File: config.mk
export PLATFORM = sky130hd
export DESIGN_NAME = polygon_area_perimeter_check_flat
export DESIGN_NICKNAME = d
export VERILOG_FILES = /design/src/papc_pkg.sv /design/src/papc_if.sv /design/src/polygon_area_perimeter_check.sv /design/src/flat_wrapper.sv
export SDC_FILE = /design/constraint.sdc
export NUM_CORES = 2
export LEC_CHECK = 0
export ABC_AREA = 1
export BUFFER_PORTS_ARGS = -buffer_cell sky130_fd_sc_hd__buf_2
export CORE_ASPECT_RATIO = 1.25
export CORE_UTILIZATION = 60
export CTS_BUF_LIST = sky130_fd_sc_hd__clkbuf_16
export DETAILED_ROUTE_END_ITERATION = 8
export PLACE_DENSITY = 0.74
export SYNTH_ARGS = -nofsm -noshare
export SYNTH_HDL_FRONTEND = slang
export SYNTH_SLANG_ARGS = --single-unit
File: constraint.sdc
create_clock -name clk_i -period 16 [get_ports clk_i]
set_input_delay 2.4 -clock clk_i [delete_from_list [all_inputs] [get_ports clk_i]]
set_output_delay 2.4 -clock clk_i [all_outputs]
set_load 0.01 [all_outputs]
File: src/papc_pkg.sv
// papc_pkg: constants, widths and status codes for the polygon area and
// perimeter checker
// depends on nothing; used by the channel interfaces and the top level
package papc_pkg;

  // polygon size limit and number formats
  localparam int MaxVertices   = 1024;
  localparam int CoordBits     = 24;
  localparam int PerimFracBits = 8;

  // fixed result field widths
  localparam int AreaBits  = 57;
  localparam int PerimBits = 43;
  localparam int TotalBits = 11;
  localparam int CrossBits = 59;

  // derived datapath widths
  localparam int DiffBits = CoordBits + 1;
  localparam int ProdBits = 2 * DiffBits;
  localparam int RadBits  = ProdBits + 2 * PerimFracBits;
  localparam int RootBits = RadBits / 2;
  localparam int RemBits  = RootBits + 2;
  localparam int IterBits = $clog2(RootBits);

  // multiply sequence: four products plus one drain step
  localparam int MulSteps = 5;
  localparam int StepBits = $clog2(MulSteps);

  // result status codes
  typedef enum logic [2:0] {
    StatusValid     = 3'd0,
    StatusFewPoints = 3'd1,
    StatusOrigin    = 3'd2,
    StatusDuplicate = 3'd3,
    StatusZeroArea  = 3'd4,
    StatusOverflow  = 3'd5
  } status_e;

endpackage

File: src/papc_if.sv
// papc_if: valid/ready channels for vertex requests and polygon results
// depends on papc_pkg for field widths and the status type

interface papc_vertex_if import papc_pkg::*; ();
  logic                        valid;
  logic                        ready;
  logic signed [CoordBits-1:0] vertex_x;
  logic signed [CoordBits-1:0] vertex_y;
  logic                        is_last;

  modport source (output valid, output vertex_x, output vertex_y, output is_last,
                  input ready);
  modport sink   (input valid, input vertex_x, input vertex_y, input is_last,
                  output ready);
endinterface

interface papc_result_if import papc_pkg::*; ();
  logic                 valid;
  logic                 ready;
  logic [AreaBits-1:0]  twice_area;
  logic [PerimBits-1:0] perimeter_fixed;
  logic [TotalBits-1:0] vertex_total;
  status_e              status;

  modport source (output valid, output twice_area, output perimeter_fixed,
                  output vertex_total, output status, input ready);
  modport sink   (input valid, input twice_area, input perimeter_fixed,
                  input vertex_total, input status, output ready);
endinterface

File: src/polygon_area_perimeter_check.sv
// polygon_area_perimeter_check: shoelace area and perimeter of a closed polygon
// depends on papc_pkg and the channel interfaces in papc_if.sv
//
// Usage: vertices arrive one request at a time on vertex_i, signed x and y with
// is_last set on the final vertex. Each vertex after the first forms an edge
// with the one before it, and the last vertex also closes the polygon back to
// the first. One result leaves on result_o after each last vertex: twice the
// absolute area, the perimeter with 8 fractional bits, the vertex count and a
// status code.
// Sequence: every edge runs through one shared 25x25 multiplier for four products
// and a bit-serial square root that retires one root bit per cycle, then a
// perimeter accumulation step. A vertex that forms an edge holds vertex_i.ready
// low until its edge is finished; the first vertex and vertices past the limit
// are taken without holding it low. A last vertex adds the closing edge and a
// step that loads the result register, after which its result is valid.
// Stall: the result sits in an output register, so vertices of the next
// polygon are taken while result_o waits; the next result waits for that
// register to drain.
// Reset: rst_ni clears all polygon state and drops result_o.valid.

module polygon_area_perimeter_check import papc_pkg::*; (
  input  logic           clk_i,
  input  logic           rst_ni,
  papc_vertex_if.sink    vertex_i,
  papc_result_if.source  result_o
);

  typedef enum logic [2:0] {
    ST_IDLE,
    ST_MUL,
    ST_ROOT,
    ST_ACC,
    ST_FINISH
  } state_e;

  // sequencer and polygon state
  state_e                      state_q, state_d;
  logic signed [CoordBits-1:0] first_x_q, first_x_d, first_y_q, first_y_d;
  logic signed [CoordBits-1:0] prev_x_q, prev_x_d, prev_y_q, prev_y_d;
  logic [TotalBits-1:0]        count_q, count_d;
  logic [CrossBits-1:0]        cross_q, cross_d;
  logic [PerimBits-1:0]        perim_q, perim_d;
  logic                        nonzero_q, nonzero_d;
  logic                        dup_q, dup_d;
  logic                        ovf_q, ovf_d;
  logic                        last_q, last_d;
  logic                        closing_q, closing_d;
  logic [StepBits-1:0]         step_q, step_d;
  logic [IterBits-1:0]         iter_q, iter_d;

  // result register
  logic                 res_valid_q, res_valid_d;
  logic [AreaBits-1:0]  res_area_q, res_area_d;
  logic [PerimBits-1:0] res_perim_q, res_perim_d;
  logic [TotalBits-1:0] res_total_q, res_total_d;
  status_e              res_status_q, res_status_d;

  // edge datapath
  logic signed [CoordBits-1:0] ax_q, ax_d, ay_q, ay_d, bx_q, bx_d, by_q, by_d;
  logic signed [DiffBits-1:0]  dx_q, dx_d, dy_q, dy_d;
  logic signed [ProdBits-1:0]  prod_q, prod_d;
  logic [ProdBits-1:0]         sq_q, sq_d;
  logic [RadBits-1:0]          rad_q, rad_d;
  logic [RemBits-1:0]          rem_q, rem_d;
  logic [RootBits-1:0]         root_q, root_d;

  // combinational helpers
  logic                        accept;
  logic                        at_limit;
  logic                        load_en, load_closing;
  logic signed [CoordBits-1:0] ld_ax, ld_ay, ld_bx, ld_by;
  logic signed [DiffBits-1:0]  mul_a, mul_b;
  logic signed [ProdBits-1:0]  mul_p;
  logic [RemBits+1:0]          rem_sh, trial, rem_sub;
  logic [PerimBits:0]          perim_sum;
  logic [CrossBits-1:0]        cross_mag;
  logic                        res_free;

  assign vertex_i.ready = (state_q == ST_IDLE);
  assign accept         = vertex_i.valid && vertex_i.ready;
  assign at_limit       = (count_q == TotalBits'(MaxVertices));
  assign res_free       = !res_valid_q || result_o.ready;

  // shared multiplier, operands picked by the step counter
  always_comb begin
    case (step_q[1:0])
      2'd0:    begin mul_a = dx_q;                      mul_b = dx_q; end
      2'd1:    begin mul_a = dy_q;                      mul_b = dy_q; end
      2'd2:    begin mul_a = {ax_q[CoordBits-1], ax_q}; mul_b = {by_q[CoordBits-1], by_q}; end
      default: begin mul_a = {bx_q[CoordBits-1], bx_q}; mul_b = {ay_q[CoordBits-1], ay_q}; end
    endcase
  end
  assign mul_p = mul_a * mul_b;

  // one square-root step: bring down two radicand bits, try the next root bit
  assign rem_sh  = {rem_q, rad_q[RadBits-1 -: 2]};
  assign trial   = {{(RemBits - RootBits){1'b0}}, root_q, 2'b01};
  assign rem_sub = rem_sh - trial;

  // saturating perimeter add and shoelace magnitude
  assign perim_sum = {1'b0, perim_q} + (PerimBits + 1)'(root_q);
  assign cross_mag = cross_q[CrossBits-1] ? (~cross_q + CrossBits'(1)) : cross_q;

  // sequencer and next-state logic
  always_comb begin
    state_d      = state_q;
    first_x_d    = first_x_q;
    first_y_d    = first_y_q;
    prev_x_d     = prev_x_q;
    prev_y_d     = prev_y_q;
    count_d      = count_q;
    cross_d      = cross_q;
    perim_d      = perim_q;
    nonzero_d    = nonzero_q;
    dup_d        = dup_q;
    ovf_d        = ovf_q;
    last_d       = last_q;
    closing_d    = closing_q;
    step_d       = step_q;
    iter_d       = iter_q;
    res_valid_d  = res_valid_q;
    res_area_d   = res_area_q;
    res_perim_d  = res_perim_q;
    res_total_d  = res_total_q;
    res_status_d = res_status_q;
    ax_d         = ax_q;
    ay_d         = ay_q;
    bx_d         = bx_q;
    by_d         = by_q;
    dx_d         = dx_q;
    dy_d         = dy_q;
    prod_d       = prod_q;
    sq_d         = sq_q;
    rad_d        = rad_q;
    rem_d        = rem_q;
    root_d       = root_q;
    load_en      = 1'b0;
    load_closing = 1'b0;

    if (res_valid_q && result_o.ready) begin
      res_valid_d = 1'b0;
    end

    unique case (state_q)
      ST_IDLE: begin
        if (accept) begin
          last_d    = vertex_i.is_last;
          closing_d = 1'b0;
          if (at_limit) begin
            ovf_d = 1'b1;
          end else begin
            if (count_q == '0) begin
              first_x_d = vertex_i.vertex_x;
              first_y_d = vertex_i.vertex_y;
            end else begin
              load_en = 1'b1;
            end
            prev_x_d = vertex_i.vertex_x;
            prev_y_d = vertex_i.vertex_y;
            count_d  = count_q + TotalBits'(1);
            if (vertex_i.vertex_x != '0 || vertex_i.vertex_y != '0) begin
              nonzero_d = 1'b1;
            end
          end
          // no edge of its own: go straight to the closing edge
          if (!load_en && vertex_i.is_last) begin
            load_en      = 1'b1;
            load_closing = 1'b1;
          end
        end
      end
      ST_MUL: begin
        prod_d = mul_p;
        step_d = step_q + StepBits'(1);
        case (step_q)
          StepBits'(1): sq_d = $unsigned(prod_q);
          StepBits'(2): sq_d = sq_q + $unsigned(prod_q);
          StepBits'(3): cross_d = cross_q +
                          {{(CrossBits - ProdBits){prod_q[ProdBits-1]}}, prod_q};
          StepBits'(4): begin
            cross_d = cross_q - {{(CrossBits - ProdBits){prod_q[ProdBits-1]}}, prod_q};
            rad_d   = {sq_q, {(2 * PerimFracBits){1'b0}}};
            rem_d   = '0;
            root_d  = '0;
            iter_d  = '0;
            state_d = ST_ROOT;
          end
          default: ;
        endcase
      end
      ST_ROOT: begin
        rad_d  = rad_q << 2;
        iter_d = iter_q + IterBits'(1);
        if (rem_sh >= trial) begin
          rem_d  = rem_sub[RemBits-1:0];
          root_d = {root_q[RootBits-2:0], 1'b1};
        end else begin
          rem_d  = rem_sh[RemBits-1:0];
          root_d = {root_q[RootBits-2:0], 1'b0};
        end
        if (iter_q == IterBits'(RootBits - 1)) begin
          state_d = ST_ACC;
        end
      end
      ST_ACC: begin
        perim_d = perim_sum[PerimBits] ? {PerimBits{1'b1}} : perim_sum[PerimBits-1:0];
        if (last_q && !closing_q) begin
          load_en      = 1'b1;
          load_closing = 1'b1;
        end else if (last_q) begin
          state_d = ST_FINISH;
        end else begin
          state_d = ST_IDLE;
        end
      end
      ST_FINISH: begin
        if (res_free) begin
          res_valid_d = 1'b1;
          res_total_d = count_q;
          res_area_d  = '0;
          res_perim_d = '0;
          if (ovf_q) begin
            res_status_d = StatusOverflow;
          end else if (count_q < TotalBits'(3)) begin
            res_status_d = StatusFewPoints;
          end else begin
            res_area_d  = (cross_mag[CrossBits-1:AreaBits] != '0) ?
                          {AreaBits{1'b1}} : cross_mag[AreaBits-1:0];
            res_perim_d = perim_q;
            if (!nonzero_q) begin
              res_status_d = StatusOrigin;
            end else if (dup_q) begin
              res_status_d = StatusDuplicate;
            end else if (cross_q == '0) begin
              res_status_d = StatusZeroArea;
            end else begin
              res_status_d = StatusValid;
            end
          end
          // clear polygon state for the next request
          first_x_d = '0;
          first_y_d = '0;
          prev_x_d  = '0;
          prev_y_d  = '0;
          count_d   = '0;
          cross_d   = '0;
          perim_d   = '0;
          nonzero_d = 1'b0;
          dup_d     = 1'b0;
          ovf_d     = 1'b0;
          last_d    = 1'b0;
          closing_d = 1'b0;
          state_d   = ST_IDLE;
        end
      end
      default: state_d = ST_IDLE;
    endcase

    // edge operand load: running edge from the old previous vertex, or the
    // closing edge from the (updated) previous vertex back to the first
    ld_ax = load_closing ? prev_x_d  : prev_x_q;
    ld_ay = load_closing ? prev_y_d  : prev_y_q;
    ld_bx = load_closing ? first_x_d : vertex_i.vertex_x;
    ld_by = load_closing ? first_y_d : vertex_i.vertex_y;
    if (load_en) begin
      ax_d    = ld_ax;
      ay_d    = ld_ay;
      bx_d    = ld_bx;
      by_d    = ld_by;
      dx_d    = {ld_bx[CoordBits-1], ld_bx} - {ld_ax[CoordBits-1], ld_ax};
      dy_d    = {ld_by[CoordBits-1], ld_by} - {ld_ay[CoordBits-1], ld_ay};
      dup_d   = dup_d || ((ld_ax == ld_bx) && (ld_ay == ld_by));
      step_d  = '0;
      if (load_closing) begin
        closing_d = 1'b1;
      end
      state_d = ST_MUL;
    end
  end

  // state, polygon totals and result register
  always_ff @(posedge clk_i or negedge rst_ni) begin
    if (!rst_ni) begin
      state_q      <= ST_IDLE;
      first_x_q    <= '0;
      first_y_q    <= '0;
      prev_x_q     <= '0;
      prev_y_q     <= '0;
      count_q      <= '0;
      cross_q      <= '0;
      perim_q      <= '0;
      nonzero_q    <= 1'b0;
      dup_q        <= 1'b0;
      ovf_q        <= 1'b0;
      last_q       <= 1'b0;
      closing_q    <= 1'b0;
      step_q       <= '0;
      iter_q       <= '0;
      res_valid_q  <= 1'b0;
      res_area_q   <= '0;
      res_perim_q  <= '0;
      res_total_q  <= '0;
      res_status_q <= StatusValid;
    end else begin
      state_q      <= state_d;
      first_x_q    <= first_x_d;
      first_y_q    <= first_y_d;
      prev_x_q     <= prev_x_d;
      prev_y_q     <= prev_y_d;
      count_q      <= count_d;
      cross_q      <= cross_d;
      perim_q      <= perim_d;
      nonzero_q    <= nonzero_d;
      dup_q        <= dup_d;
      ovf_q        <= ovf_d;
      last_q       <= last_d;
      closing_q    <= closing_d;
      step_q       <= step_d;
      iter_q       <= iter_d;
      res_valid_q  <= res_valid_d;
      res_area_q   <= res_area_d;
      res_perim_q  <= res_perim_d;
      res_total_q  <= res_total_d;
      res_status_q <= res_status_d;
    end
  end

  // edge datapath registers
  always_ff @(posedge clk_i) begin
    ax_q   <= ax_d;
    ay_q   <= ay_d;
    bx_q   <= bx_d;
    by_q   <= by_d;
    dx_q   <= dx_d;
    dy_q   <= dy_d;
    prod_q <= prod_d;
    sq_q   <= sq_d;
    rad_q  <= rad_d;
    rem_q  <= rem_d;
    root_q <= root_d;
  end

  // result channel
  assign result_o.valid           = res_valid_q;
  assign result_o.twice_area      = res_area_q;
  assign result_o.perimeter_fixed = res_perim_q;
  assign result_o.vertex_total    = res_total_q;
  assign result_o.status          = res_status_q;

  // vertex count never passes the limit
  a_count_bound: assert property (@(posedge clk_i) disable iff (!rst_ni)
    count_q <= TotalBits'(MaxVertices))
    else $error("vertex count above limit");

  // root iteration stays within the root width
  a_iter_bound: assert property (@(posedge clk_i) disable iff (!rst_ni)
    (state_q == ST_ROOT) |-> (iter_q < IterBits'(RootBits)))
    else $error("square root iteration out of range");

  // restoring remainder never exceeds twice the partial root
  a_rem_bound: assert property (@(posedge clk_i) disable iff (!rst_ni)
    (state_q == ST_ROOT) |-> ({1'b0, rem_q} <= {2'b00, root_q, 1'b0}))
    else $error("square root remainder too large");

  // overflow and short polygons report no area or perimeter
  a_empty_result: assert property (@(posedge clk_i) disable iff (!rst_ni)
    (res_valid_q && (res_status_q == StatusOverflow || res_status_q == StatusFewPoints))
    |-> (res_area_q == '0 && res_perim_q == '0))
    else $error("rejected polygon carries area or perimeter");

  // a finished polygon clears its state and frees the vertex channel
  a_finish_clears: assert property (@(posedge clk_i) disable iff (!rst_ni)
    (state_q == ST_FINISH && res_free) |=>
    (state_q == ST_IDLE && count_q == '0 && res_valid_q))
    else $error("polygon state not cleared after result");

endmodule
File: src/flat_wrapper.sv
// flat-port wrapper written by rule: the top's interface ports become plain ports
module polygon_area_perimeter_check_flat import papc_pkg::*;
  (clk_i, rst_ni, vertex_i_valid, vertex_i_vertex_x, vertex_i_vertex_y, vertex_i_is_last, vertex_i_ready, result_o_valid, result_o_twice_area, result_o_perimeter_fixed, result_o_vertex_total, result_o_status, result_o_ready);
  papc_vertex_if vertex_i_i ();
  papc_result_if result_o_i ();
  input  logic clk_i;
  input  logic rst_ni;
  input wire logic [$bits(vertex_i_i.valid)-1:0] vertex_i_valid;
  input wire logic [$bits(vertex_i_i.vertex_x)-1:0] vertex_i_vertex_x;
  input wire logic [$bits(vertex_i_i.vertex_y)-1:0] vertex_i_vertex_y;
  input wire logic [$bits(vertex_i_i.is_last)-1:0] vertex_i_is_last;
  output wire logic [$bits(vertex_i_i.ready)-1:0] vertex_i_ready;
  output wire logic [$bits(result_o_i.valid)-1:0] result_o_valid;
  output wire logic [$bits(result_o_i.twice_area)-1:0] result_o_twice_area;
  output wire logic [$bits(result_o_i.perimeter_fixed)-1:0] result_o_perimeter_fixed;
  output wire logic [$bits(result_o_i.vertex_total)-1:0] result_o_vertex_total;
  output wire logic [$bits(result_o_i.status)-1:0] result_o_status;
  input wire logic [$bits(result_o_i.ready)-1:0] result_o_ready;
  assign vertex_i_i.valid = vertex_i_valid;
  assign vertex_i_i.vertex_x = vertex_i_vertex_x;
  assign vertex_i_i.vertex_y = vertex_i_vertex_y;
  assign vertex_i_i.is_last = vertex_i_is_last;
  assign vertex_i_ready = vertex_i_i.ready;
  assign result_o_valid = result_o_i.valid;
  assign result_o_twice_area = result_o_i.twice_area;
  assign result_o_perimeter_fixed = result_o_i.perimeter_fixed;
  assign result_o_vertex_total = result_o_i.vertex_total;
  assign result_o_status = result_o_i.status;
  assign result_o_i.ready = result_o_ready;
  polygon_area_perimeter_check u_core (.clk_i(clk_i), .rst_ni(rst_ni), .vertex_i(vertex_i_i), .result_o(result_o_i));
endmodule
==> impl_results.md <==
- Synth warnings: 0
- Commonest cells after routing, fill and taps aside: nand2_1, inv_1, nor2_1
- TritonCTS clock tree: yes
- Ports: 169
- Most common cell after layout, fill and taps aside: nand2_1
- Vias/cell: ~5.9
- R2R Setup Slk: roughly 6.1 ns
- Setup_tns: 0 ns
- Average cell area after synthesis: approximately 7.4 sq um
- Synthesis-to-finish area growth: 6.96%
- Placer Congestion: roughly 1.1
- Rel. slew slack: 0.105
- Clock Sinks: 705
- WL/cell: approximately 23 microns
- Die W: between 300 and 400 microns
- # resized after CTS: 0
- Antenna violations before repair: 6
- CP max-delay cell: a21oi_1
- Worst Skew: 0.0738 ns
- Largest net degree at the start of global routing: roughly 120
- GRT Util Overall: 0.432
- Crit path max fanout: 50
- Max clock buf depth: 3
- RSZ-0062 raised after global routing: false
- Vias in the first global route: 69200
- IO Port Bufs: approximately 170
- Critical R2R Capture: u_core.prod_q[49]
- Count of unique library cells instantiated by Yosys: between 60 and 70
- DRT Wirelength: roughly 260 mm
- Endpoints failing setup: 0
- Fmax: 0.101 GHz
- TritonRoute pass-1 iters: 9
- # rows: 142
- Worst setup EP type: register
- First-pass GRT wire length: 398 mm
- Core area: between 0.1 and 0.15 sq mm
- DR iter-0 viols: roughly 6500
- Worst setup path endpoint: u_core.prod_q[49]
- Critical path arrival: around 10 ns
- Final worst-path cycle share: 0.620
- Tmin final: 9.92 ns
- Hold WS: about 0.47 ns
- Final ANT Viol Nets: 0
- Post-synth EDFFs: ~360
- Die H: a little under 400 microns
- # hold bufs at CTS: 0
- Critical path class: register to register
- Worst-Skew Late Latency: ~0.76 ns
- MaxCap Viol Count: 0
- Hold crit path type: register to register
- Die Footprint: roughly 0.12 sq mm
- Syn Inst Count: 9764
- Syn Nets: 10900
- Post-CTS Setup Repair Bufs: 0
- Post-Syn Area: 0.0725 sq mm
- Starting Density: 0.605
- H-Tree Level Count: 3
- Post-synth ARST share: 0.484
- Top_reg_cell synth: edfxtp_1
- Grt ovf: 0
- Sequential area share after synthesis: 0.268
- Cell mode on critical path: fa_1
- Startpoint types: register
- Reg2reg start: u_core.step_q[0]
- Post-detailed-route DRC marker count: 0
- Number of synthesized register bits: 705
- Post-DP HPWL: a little over 200 mm
- NumNets Final: 10900
- Status: complete, no violations
- Clock Tree Root: clkbuf_16
- Worst Reg-to-Reg Cells: 26
- Crit path from: u_core.step_q[0]
- Slew @ Worst Pin: ~1.3 ns
- Worst path max stage delay: between 0.9 and 1 ns
- Layout cells sized above 1: 0.0519
- CP required: about 16 ns
- CTS buffer count: 79
- Clock-pin transition on the worst setup and hold timing paths: about 0.060 ns
- Final hold vios: 0
- Slew Viols, Final: 0
- Via count: 68100
## layer usage
metal,up-vias,GRT usage,share of wire
li1,30800,-,-
met1,32400,0.476,0.34
met2,3718,0.720,0.47
met3,1239,0.0806,0.083
met4,4,0.369,0.10
met5,-,0,0.000095
## through the flow
stage               instances  utilization  worst slack [ns]  instance area, sq um
floorplan                9764            -              8.39                 72500
global placement        11300        0.624              6.70                 74900
detailed placement      11300        0.624              6.58                 74900
CTS                     11500        0.647              6.49                 77500
global route            11500        0.647              5.64                 77500
finish                  11500        0.647              6.08                 77600
## cell families (layout without fill, tap and decap cells)
| family | count (synthesis) | count (layout) | share of synthesized area |
|---|---|---|---|
| compound gates | 1117 | 1117 | 0.0853 |
| buf+inv | 1862 | 2002 | 0.0997 |
| fa+ha+maj | 1038 | 1038 | 0.248 |
| mux | 1 | 1 | 0.000138 |
| xor+xnor | 235 | 235 | 0.0284 |
| flops | 705 | 705 | 0.268 |
| other cells | 0 | 6 | 0 |
| simple gates | 4806 | 4806 | 0.270 |
## worst min path at each step
stage	cells after the start	end	slack [ns]	from
6_report	2	u_core.result_o.twice_area[8]	0.47	u_core.result_o.twice_area[8]
5_1_grt	2	u_core.result_o.twice_area[54]	0.49	u_core.result_o.twice_area[54]
4_1_cts	2	u_core.result_o.twice_area[43]	0.48	u_core.result_o.twice_area[43]
3_5_place_dp	2	u_core.first_y_q[0]	0.46	u_core.first_y_q[0]
3_3_place_gp	2	u_core.first_x_q[0]	0.45	u_core.first_x_q[0]
2_1_floorplan	2	u_core.first_x_q[0]	0.44	u_core.first_x_q[0]
## worst max-delay path, delay by kind of cell (launching register included)
family                   cells  cell delay, ns
adder cells (fa/ha/maj)      9            4.64
buffers and inverters        6            1.80
AND/OR/NAND/NOR             10            1.75
AO/OA/AOI/OAI                1            0.96
flip-flops                   1            0.41
## registers in the layout (all words and copies together), names as in the netlist, 33 cells and up
signal / flops
u_core.sq_q: 50
u_core.perim_q: 43
u_core.root_q: 33
u_core.cross_q: 59
u_core.rem_q: 35
u_core.prod_q: 50
u_core.rad_q: 50
u_core.result_o.perimeter_fixed: 43
u_core.result_o.twice_area: 57
## area by class of cell
type | instances | area, sq um
multi-input combinational | 7197 | 45900
fill | 10600 | 42400
sequential | 705 | 19500
inverter | 1597 | 6010
clock buffer | 83 | 2080
tap | 1584 | 1980
timing repair buffer | 259 | 1530
clock inverter | 63 | 574
antenna | 6 | 15.0
## synthesized netlist by cell type, drive strengths merged, types with 27 or more instances
cell,count,area [sq um]
ha,375,4690
nor3,67,345
o21bai,43,323
nor2,1169,4450
nor4,27,169
fa,663,13300
o21ai,536,2750
nand3b,71,533
xor2,172,1510
a21oi,391,1960
nand4,87,544
buf,106,636
dfrtp,341,8530
or2,60,375
edfxtp,364,10900
xnor2,63,552
nand3,496,2490
inv,1589,5970
nand2,2815,10600
clkbuf,159,598
Power is left out: the tool's default activity adds up to more than one toggle a clock period on the data nets, which glitch-free logic cannot reach.
